$ cat src/hw/rtl/wprp_pkg.sv
package wprp_pkg;

	// packet buffer
	localparam int CAP_DEPTH = 24;
	localparam int CAP_IDX_W = 5;
	localparam int RX_BUFFER_BYTES_DEF = 256;

	// length limits (bytes)
	localparam int LEN_MIN_HDR = 8;
	localparam int LEN_MIN_INIT = 13;
	localparam int LEN_MIN_INPUT = 24;

	// configuration reset
	localparam logic [15:0] BATT_FULL_MV_RST = 16'd4000;

	// packet constants
	localparam logic [7:0] MAGIC_0 = 8'h19;
	localparam logic [7:0] MAGIC_1 = 8'h81;
	localparam logic [7:0] MAGIC_2 = 8'h03;
	localparam logic [7:0] CMD_HID_A = 8'h9A;
	localparam logic [7:0] CMD_HID_B = 8'h92;
	localparam logic [7:0] CMD_INIT = 8'h94;
	localparam logic [7:0] SUBCMD_INFO = 8'h01;
	localparam logic [7:0] RPT_PLAIN = 8'h00;
	localparam logic [7:0] RPT_STD = 8'h30;

	// button ownership masks
	localparam logic [23:0] MASK_LEFT = 24'hFF2900;
	localparam logic [23:0] MASK_RIGHT = 24'h0056FF;

	// device type bits
	localparam int TYPE_LEFT_BIT = 0;
	localparam int TYPE_RIGHT_BIT = 1;

	// internal side index
	localparam logic SIDE_LEFT = 1'b0;
	localparam logic SIDE_RIGHT = 1'b1;

	// battery levels
	localparam logic [3:0] BATT_LOW_LEVEL = 4'd4;
	localparam logic [3:0] BATT_LIM_FULL = 4'd8;
	localparam logic [3:0] BATT_LIM_NORM = 4'd6;

	typedef enum logic [1:0] {
		KIND_IGNORED = 2'd0,
		KIND_INPUT = 2'd1,
		KIND_INIT = 2'd2,
		KIND_DETACH = 2'd3
	} kind_t;

	typedef enum logic [1:0] {
		SUPPLY_NONE = 2'd0,
		SUPPLY_ON = 2'd1,
		SUPPLY_OFF = 2'd2
	} supply_t;

	// packet view handed from capture to parser
	typedef struct packed {
		logic [CAP_DEPTH-1:0][7:0] bytes;
		logic len_hdr;
		logic len_init;
		logic len_input;
	} pkt_t;

	// one result item
	typedef struct packed {
		logic valid;
		kind_t report_kind;
		logic [23:0] buttons;
		logic [11:0] left_stick_x;
		logic [11:0] left_stick_y;
		logic [11:0] right_stick_x;
		logic [11:0] right_stick_y;
		logic [3:0] left_battery;
		logic [3:0] right_battery;
		logic left_connected;
		logic right_connected;
		supply_t supply_action;
		logic [7:0] device_type;
	} res_t;

endpackage

$ cat src/hw/rtl/wprp_capture.sv
module wprp_capture #(
	parameter int RX_BUFFER_BYTES = wprp_pkg::RX_BUFFER_BYTES_DEF
) (
	input  logic clk,
	input  logic arst_n,
	input  logic en,
	input  logic [7:0] rx_byte,
	input  logic last_byte,
	output wprp_pkg::pkt_t pkt
);

	localparam int POS_W = $clog2(RX_BUFFER_BYTES + 1);
	localparam logic [POS_W-1:0] POS_MAX = POS_W'(RX_BUFFER_BYTES);

	logic [POS_W-1:0] pos_q;
	logic [POS_W-1:0] len;
	logic [wprp_pkg::CAP_DEPTH-1:0][7:0] cap_q;

	// saturating length including this byte
	assign len = (pos_q < POS_MAX) ? pos_q + 1'b1 : pos_q;

	// buffer view with the current byte merged in
	always_comb begin
		for (int i = 0; i < wprp_pkg::CAP_DEPTH; i++) begin
			pkt.bytes[i] = (en && pos_q == POS_W'(i)) ? rx_byte : cap_q[i];
		end
		pkt.len_hdr = len >= POS_W'(wprp_pkg::LEN_MIN_HDR);
		pkt.len_init = len >= POS_W'(wprp_pkg::LEN_MIN_INIT);
		pkt.len_input = len >= POS_W'(wprp_pkg::LEN_MIN_INPUT);
	end

	// byte position
	always_ff @(posedge clk or negedge arst_n) begin
		if (!arst_n) begin
			pos_q <= '0;
		end else if (en) begin
			pos_q <= last_byte ? '0 : len;
		end
	end

	// packet bytes, only the head is kept
	always_ff @(posedge clk) begin
		if (en && pos_q < POS_W'(wprp_pkg::CAP_DEPTH)) begin
			cap_q[pos_q[wprp_pkg::CAP_IDX_W-1:0]] <= rx_byte;
		end
	end

endmodule

$ cat src/hw/rtl/wprp_core.sv
module wprp_core (
	input  logic clk,
	input  logic arst_n,
	input  logic step,
	input  logic func,
	input  logic sel,
	input  logic last_byte,
	input  logic detected,
	input  logic [15:0] system_batt_mv,
	input  logic [15:0] batt_full_mv,
	input  wprp_pkg::pkt_t pkt,
	output wprp_pkg::res_t res
);

	logic [1:0][7:0] type_q, type_n;
	logic [1:0] conn_q, conn_n;
	logic [1:0] sup_q, sup_n;
	logic [23:0] btn_q, btn_n;
	logic [11:0] lsx_q, lsy_q, rsx_q, rsy_q;
	logic [11:0] lsx_n, lsy_n, rsx_n, rsy_n;
	logic [1:0][3:0] batt_q, batt_n;

	logic magic_ok;
	logic is_input;
	logic is_init;
	logic want_on;
	logic want_off;
	logic [3:0] batt;
	logic [3:0] lim;
	logic [23:0] btn_in;
	logic [7:0] cur_type;
	wprp_pkg::kind_t kind;
	wprp_pkg::supply_t act;

	// packet classification
	assign magic_ok = pkt.len_hdr && pkt.bytes[0] == wprp_pkg::MAGIC_0
		&& pkt.bytes[1] == wprp_pkg::MAGIC_1 && pkt.bytes[2] == wprp_pkg::MAGIC_2;
	assign is_input = magic_ok && pkt.len_input
		&& (pkt.bytes[5] == wprp_pkg::CMD_HID_A || pkt.bytes[5] == wprp_pkg::CMD_HID_B)
		&& (pkt.bytes[12] == wprp_pkg::RPT_PLAIN || pkt.bytes[12] == wprp_pkg::RPT_STD);
	assign is_init = magic_ok && pkt.len_init && pkt.bytes[5] == wprp_pkg::CMD_INIT
		&& pkt.bytes[6] == wprp_pkg::SUBCMD_INFO;

	assign batt = pkt.bytes[14][7:4];
	assign btn_in = {pkt.bytes[17], pkt.bytes[16], pkt.bytes[15]};
	assign lim = (system_batt_mv > batt_full_mv) ? wprp_pkg::BATT_LIM_FULL
		: wprp_pkg::BATT_LIM_NORM;
	assign cur_type = type_q[sel];

	// next state and result
	always_comb begin
		type_n = type_q;
		conn_n = conn_q;
		sup_n = sup_q;
		btn_n = btn_q;
		lsx_n = lsx_q;
		lsy_n = lsy_q;
		rsx_n = rsx_q;
		rsy_n = rsy_q;
		batt_n = batt_q;
		kind = wprp_pkg::KIND_IGNORED;
		act = wprp_pkg::SUPPLY_NONE;
		want_on = 1'b0;
		want_off = 1'b0;
		res.valid = 1'b0;

		if (func) begin
			res.valid = !detected;
			if (!detected) begin
				kind = wprp_pkg::KIND_DETACH;
				want_off = conn_q[sel];
				conn_n[sel] = 1'b0;
				btn_n = btn_q & ~((sel == wprp_pkg::SIDE_LEFT) ? wprp_pkg::MASK_LEFT
					: wprp_pkg::MASK_RIGHT);
				batt_n[sel] = 4'd0;
			end
		end else if (last_byte) begin
			res.valid = 1'b1;
			if (is_input) begin
				kind = wprp_pkg::KIND_INPUT;
				priority if (cur_type[wprp_pkg::TYPE_LEFT_BIT]) begin
					btn_n = (btn_q & ~wprp_pkg::MASK_LEFT) | (btn_in & wprp_pkg::MASK_LEFT);
					lsx_n = {pkt.bytes[19][3:0], pkt.bytes[18]};
					lsy_n = {pkt.bytes[20], pkt.bytes[19][7:4]};
					batt_n[wprp_pkg::SIDE_LEFT] = batt;
				end else if (cur_type[wprp_pkg::TYPE_RIGHT_BIT]) begin
					btn_n = (btn_q & ~wprp_pkg::MASK_RIGHT) | (btn_in & wprp_pkg::MASK_RIGHT);
					rsx_n = {pkt.bytes[22][3:0], pkt.bytes[21]};
					rsy_n = {pkt.bytes[23], pkt.bytes[22][7:4]};
					batt_n[wprp_pkg::SIDE_RIGHT] = batt;
				end else begin
					btn_n = btn_q;
				end
				// supply decision on the charge level
				if ({batt[3:1], 1'b0} < wprp_pkg::BATT_LOW_LEVEL) begin
					want_on = 1'b1;
				end else if (batt > lim) begin
					want_off = 1'b1;
				end
			end else if (is_init) begin
				kind = wprp_pkg::KIND_INIT;
				type_n[sel] = pkt.bytes[12];
				conn_n[sel] = 1'b1;
			end
		end

		// supply request only acts on a change
		priority if (want_on && !sup_q[sel]) begin
			sup_n[sel] = 1'b1;
			act = wprp_pkg::SUPPLY_ON;
		end else if (want_off && sup_q[sel]) begin
			sup_n[sel] = 1'b0;
			act = wprp_pkg::SUPPLY_OFF;
		end else begin
			act = wprp_pkg::SUPPLY_NONE;
		end

		res.report_kind = kind;
		res.buttons = btn_n;
		res.left_stick_x = lsx_n;
		res.left_stick_y = lsy_n;
		res.right_stick_x = rsx_n;
		res.right_stick_y = rsy_n;
		res.left_battery = batt_n[wprp_pkg::SIDE_LEFT];
		res.right_battery = batt_n[wprp_pkg::SIDE_RIGHT];
		res.left_connected = conn_n[wprp_pkg::SIDE_LEFT];
		res.right_connected = conn_n[wprp_pkg::SIDE_RIGHT];
		res.supply_action = act;
		res.device_type = type_n[sel];
	end

	// controller state
	always_ff @(posedge clk or negedge arst_n) begin
		if (!arst_n) begin
			type_q <= '0;
			conn_q <= '0;
			sup_q <= '0;
			btn_q <= '0;
			lsx_q <= '0;
			lsy_q <= '0;
			rsx_q <= '0;
			rsy_q <= '0;
			batt_q <= '0;
		end else if (step) begin
			type_q <= type_n;
			conn_q <= conn_n;
			sup_q <= sup_n;
			btn_q <= btn_n;
			lsx_q <= lsx_n;
			lsy_q <= lsy_n;
			rsx_q <= rsx_n;
			rsy_q <= rsy_n;
			batt_q <= batt_n;
		end
	end

endmodule

$ cat src/hw/rtl/wired_pad_report_parser_top.sv
// channel   dir  tdata                                  tuser          tlast
// s_axis    in   rx_byte, detected, system_batt_mv      func, side     last_byte
// m_axis    out  buttons .. device_type (92 bits)       report_kind    -
// cfg       in   cfg_wdata = system_batt_full_mv, written on cfg_wen
//
// one request per cycle while m_axis keeps up: input register, then parse and state update
// into the output register, which drives m_axis
// a packet byte or attach sample yields no result, only final bytes and detach
// samples do; a stalled output holds the parse stage and so s_axis_tready
// arst_n clears byte count and controller state and sets the threshold to 4000 mV
module wired_pad_report_parser_top #(
	parameter int RX_BUFFER_BYTES = wprp_pkg::RX_BUFFER_BYTES_DEF
) (
	input  logic clk,
	input  logic arst_n,
	// rx_byte[7:0], detected[8], system_batt_mv[24:9], zero pad
	input  logic [31:0] s_axis_tdata,
	// func[0], side[1]
	input  logic [1:0] s_axis_tuser,
	input  logic s_axis_tlast,
	input  logic s_axis_tvalid,
	output logic s_axis_tready,
	// buttons[23:0], left_stick_x[35:24], left_stick_y[47:36],
	// right_stick_x[59:48], right_stick_y[71:60], left_battery[75:72],
	// right_battery[79:76], left_connected[80], right_connected[81],
	// supply_action[83:82], device_type[91:84], zero pad
	output logic [95:0] m_axis_tdata,
	// report_kind[1:0]
	output logic [1:0] m_axis_tuser,
	output logic m_axis_tvalid,
	input  logic m_axis_tready,
	input  logic cfg_wen,
	input  logic [15:0] cfg_wdata
);

	logic valid_s1;
	logic func_s1;
	logic side_s1;
	logic [7:0] byte_s1;
	logic last_s1;
	logic det_s1;
	logic [15:0] sys_mv_s1;
	logic [15:0] full_mv_q;
	logic out_valid_q;
	wprp_pkg::res_t out_q;
	wprp_pkg::res_t res;
	wprp_pkg::pkt_t pkt;
	logic adv;
	logic step;
	logic sel;

	// parse stage moves unless its result has nowhere to go
	assign adv = !res.valid || !out_valid_q || m_axis_tready;
	assign step = valid_s1 && adv;
	assign s_axis_tready = !valid_s1 || adv;
	assign sel = ~side_s1;

	// threshold register
	always_ff @(posedge clk or negedge arst_n) begin
		if (!arst_n) begin
			full_mv_q <= wprp_pkg::BATT_FULL_MV_RST;
		end else if (cfg_wen) begin
			full_mv_q <= cfg_wdata;
		end
	end

	// input register
	always_ff @(posedge clk or negedge arst_n) begin
		if (!arst_n) begin
			valid_s1 <= 1'b0;
		end else if (s_axis_tready) begin
			valid_s1 <= s_axis_tvalid;
		end
	end

	always_ff @(posedge clk) begin
		if (s_axis_tready && s_axis_tvalid) begin
			func_s1 <= s_axis_tuser[0];
			side_s1 <= s_axis_tuser[1];
			byte_s1 <= s_axis_tdata[7:0];
			det_s1 <= s_axis_tdata[8];
			sys_mv_s1 <= s_axis_tdata[24:9];
			last_s1 <= s_axis_tlast;
		end
	end

	wprp_capture #(
		.RX_BUFFER_BYTES(RX_BUFFER_BYTES)
	) u_capture (
		.clk(clk),
		.arst_n(arst_n),
		.en(step && !func_s1),
		.rx_byte(byte_s1),
		.last_byte(last_s1),
		.pkt(pkt)
	);

	wprp_core u_core (
		.clk(clk),
		.arst_n(arst_n),
		.step(step),
		.func(func_s1),
		.sel(sel),
		.last_byte(last_s1),
		.detected(det_s1),
		.system_batt_mv(sys_mv_s1),
		.batt_full_mv(full_mv_q),
		.pkt(pkt),
		.res(res)
	);

	// output register
	always_ff @(posedge clk or negedge arst_n) begin
		if (!arst_n) begin
			out_valid_q <= 1'b0;
		end else if (step && res.valid) begin
			out_valid_q <= 1'b1;
		end else if (m_axis_tready) begin
			out_valid_q <= 1'b0;
		end
	end

	always_ff @(posedge clk) begin
		if (step && res.valid) begin
			out_q <= res;
		end
	end

	assign m_axis_tvalid = out_valid_q;
	assign m_axis_tuser = out_q.report_kind;
	assign m_axis_tdata = {4'd0, out_q.device_type, out_q.supply_action,
		out_q.right_connected, out_q.left_connected, out_q.right_battery,
		out_q.left_battery, out_q.right_stick_y, out_q.right_stick_x,
		out_q.left_stick_y, out_q.left_stick_x, out_q.buttons};

	// a waiting result is never overwritten
	assert property (@(posedge clk) disable iff (!arst_n)
		out_valid_q && !m_axis_tready |-> !(step && res.valid))
		else $error("result register overwritten while stalled");

	// a held parse stage keeps its request
	assert property (@(posedge clk) disable iff (!arst_n)
		valid_s1 && !adv |=> valid_s1 && $stable(byte_s1) && $stable(func_s1))
		else $error("parse stage lost a held request");

	// a detach leaves its side disconnected
	assert property (@(posedge clk) disable iff (!arst_n)
		step && res.valid && res.report_kind == wprp_pkg::KIND_DETACH
		|-> (side_s1 ? !res.left_connected : !res.right_connected))
		else $error("detach left side connected");

endmodule
$ cat config.mk
export PLATFORM = sky130hd
export DESIGN_NAME = wired_pad_report_parser_top
export DESIGN_NICKNAME = d
export VERILOG_FILES = /design/src/hw/rtl/wprp_pkg.sv /design/src/hw/rtl/wprp_capture.sv /design/src/hw/rtl/wprp_core.sv /design/src/hw/rtl/wired_pad_report_parser_top.sv
export SDC_FILE = /design/constraint.sdc
export NUM_CORES = 1
export LEC_CHECK = 0
export ABC_AREA = 1
export BUFFER_PORTS_ARGS = -buffer_cell sky130_fd_sc_hd__buf_2
export CAP_MARGIN = 0
export CORE_ASPECT_RATIO = 1.25
export CORE_MARGIN = 3
export CORE_UTILIZATION = 54
export DETAILED_ROUTE_END_ITERATION = 12
export PLACE_DENSITY_LB_ADDON = 0.12
export SLEW_MARGIN = 20
export SYNTH_ARGS = -nofsm -noshare
export SYNTH_HDL_FRONTEND = slang
export SYNTH_SLANG_ARGS = --single-unit
$ cat constraint.sdc
create_clock -name clk -period 4 [get_ports clk]
set_input_delay 1.2 -clock clk [delete_from_list [all_inputs] [get_ports clk]]
set_output_delay 1.2 -clock clk [all_outputs]
set_load 0.005 [all_outputs]
==> out/results.ini <==
[sta]
fmax_mhz = 292.1
drv_slew = 0
finalCritPeriodShare_pct = 85.59
rsz0062_at_grt = false
fin_tns_setup_ns = 0
fin_ws_ns = 0.5765
clock_skew_ns = 0.01357
hold_viol = 0
worstMarginPinSlew_ns = 1.027
period_needed_ns = 3.424
max-slew-margin-rel_pct = 31.29
setup_viol = 0

[floorplan]
io_pins = 156
die_x_microns = 162.5
dieArea_sq_um = 32750
start_util_pct = 54.87
row_count = 71
core_sq_um = 30120
die_y_microns = 201.6

[cts]
cts_max_level = 2
cts_root_buf = clkbuf_16
cts_buffer_depth = 3
postCtsSetupBuffers = 0
clkLatencyLatePin_ns = 0.53
cts_tree = done
cts.sinks = 370
cts-buffers-inserted = 38
cts-hold-fix-buffers = 0
path_clk_slew_ns = 0.06
post_cts_resized = 0

[grt]
grt_max_degree = 110
antenna_found_initial = 0
grt_overflow = 0
grt_pass1_vias = 11347
grt_usage_pct = 22.68
grt_pass1_wl_microns = 58710

[pwr]
internal_power_uw = 6768
powerDensity_nw_per_um2 = 470.6
p_leak_uw = 0.008287
clkPwrFrac_pct = 38.3
power_switching_uw = 2233
peakVddDrop_uv = 381.3
swShare_pct = 24.80
pwr-share-comb_pct = 11.2
seq_power_share_pct = 50.5

[layout]
multi_input_area_sq_um = 5041
fill_cells = 2450
n_antenna_cell = 0
mostFrequentLayoutCell = nand2_1
final_cell_area_sq_um = 19120
areaGrowthSynthToFinish_pct = 15.73
nets = 1873
regArea_sq_um = 10490
instances_no_fill = 2225
drive_above_1_share_pct = 17.43
mostFrequentLayoutCells = nand2_1 (482), edfxtp_1 (244), inv_1 (166)

[routing]
antenna_left = 0
post_drt_wl_per_cell_microns = 16.37
vias_per_cell = 5.193
wl_microns = 36420
drt_iter0_drc = 772
drt-pass1-iter-count = 5
post-route-drc-count = 0
routed-via-count = 11554

[worst_setup_path]
startpoint_type = primary input
crit_path_end_kind = flip-flop
worstPathArrival_ns = 3.78
crit_type = in -> reg
cp.required_ns = 4.36
path_max_fanout = 20

[run_status]
status = finished, final reports clean

[place]
port_buffers = 143
gp_congestion = 0.8718
dp.cells = 2155
dpl_cell_area_sq_um = 17900
pre_cts_ws_ns = 0.05278
hpwl_microns = 23660

[synth]
yosys_warnings = 0
syn_area_per_cell_sq_um = 10.21
ys_types = 48
netlist_area_sq_um = 16520
synth-async-reset-ratio_pct = 34.05
ys_ff_latch = 370
synthCells = 1619
synth_edf_count = 244
synth_top_flop_cell = edfxtp_1
yosysSeqAreaShare_pct = 63.47

[flow_run]
maxCapViolations = 0

[worst_hold_path]
hp-class = reg -> reg

## metrics by stage
step / hold slack, ns / utilization (%) / power (uW)
4_1_cts: 0.4867 / 63.50 / 9088
2_1_floorplan: 0.4479 / - / 5249
5_1_grt: 0.5119 / 63.50 / 9425
3_3_place_gp: 0.4611 / 59.45 / 5593
6_report: 0.4825 / 63.50 / 9001
3_5_place_dp: 0.4706 / 59.45 / 5629
## cell usage after synthesis, types with 5 or more instances
library cell | instances | area share [%]
inv_1 | 168 | 3.8
clkinv_1 | 5 | 0.11
dfrtp_1 | 120 | 18
buf_1 | 9 | 0.20
dfstp_2 | 6 | 0.95
o21ai_2 | 15 | 0.80
ha_1 | 23 | 1.7
nor4_1 | 5 | 0.19
nor3_1 | 12 | 0.36
o21bai_1 | 9 | 0.41
nand4_1 | 34 | 1.3
clkbuf_1 | 32 | 0.73
nand2_2 | 5 | 0.19
nor2_1 | 56 | 1.3
o21ai_0 | 132 | 4.0
buf_2 | 14 | 0.42
nor2_2 | 5 | 0.19
buf_6 | 6 | 0.41
o22ai_1 | 7 | 0.26
o21ai_1 | 46 | 1.4
mux2i_1 | 31 | 1.9
edfxtp_1 | 244 | 44
a21oi_1 | 18 | 0.55
buf_4 | 8 | 0.36
nor2_4 | 5 | 0.34
nor3_2 | 5 | 0.30
nand3_1 | 81 | 2.5
nand2_1 | 483 | 11
## sequential cells by signal, indices dropped and copies added, names as in the netlist, 9 cells and up, named ones only
| signal | flops |
|---|---|
| u_capture.cap_q | 123 |
| u_core.rsx_q | 12 |
| full_mv_q | 16 |
| u_core.btn_q | 23 |
| u_capture.pos_q | 9 |
| u_core.lsx_q | 12 |
| u_core.rsy_q | 12 |
| u_core.type_q | 16 |
| sys_mv_s1 | 16 |
| m_axis_tdata | 91 |
| u_core.lsy_q | 12 |
## cell type report
type                    instances  area share, %
clock buffers                  54          5.829
clock inverters                16         0.5496
inverters                     177          3.507
multi-input cells            1006          26.36
flip-flops and latches        370          54.84
well taps                     401          2.623
repair buffers                201          6.294
## worst paths after layout
kind	endpoint	depth (start not counted)	startpoint	slack [ns]
worst min register to register	u_core.lsy_q[7]	2	u_core.lsy_q[7]	0.48
worst max-delay path	u_core.btn_q[0]	19	m_axis_tready	0.58
worst max register to register	u_core.btn_q[0]	19	func_s1	0.59
worst min-delay path	u_core.lsy_q[7]	2	u_core.lsy_q[7]	0.48
max in group asynchronous	u_core.type_q[12]	2	arst_n	2.38
min in group asynchronous	u_core.rsy_q[6]	1	arst_n	0.74
## critical path: stages
cell and delay (ns):
buf_2 0.10, nor2_1 0.07, nand3_2 0.10, nand3_4 0.27
nor2_4 0.36, nand2_1 0.08, o21ai_1 0.13, nand2_1 0.07
nor2_1 0.12, nand3b_1 0.22, nor2_8 0.19, nand2_2 0.09
buf_4 0.22, inv_4 0.16, nand2_1 0.08, nand3_1 0.07
nand2_1 0.08, nand2_1 0.06, o21ai_0 0.10
## per-layer routing
metal,vias up,global-route usage (%),share of wire (%)
met1,5417,30.54,44
met3,72,3.357,4.8
li1,5773,-,-
met5,-,0,0
met4,0,7.620,3.0
met2,292,37.94,49
## power groups by stage
stage	registers, uW	logic (uW)	clock network, uW
finish	4550	1000	3450
global route	4580	1150	3700
CTS	4550	1010	3520
detailed placement	4620	1010	0
global placement	4610	981	0
floorplan	4630	622	0
## cells by family after synthesis
family          after synthesis  share of synthesized area, %
compound gates              240                         8.011
xor+xnor                      3                        0.1590
fa+ha+maj                    23                         1.742
buf+inv                     247                         6.209
flops                       370                         63.47
mux                          32                         1.946
other cells                   1                       0.02269
simple gates                703                         18.44
No activity file was read; power rests on OpenSTA's default activity.
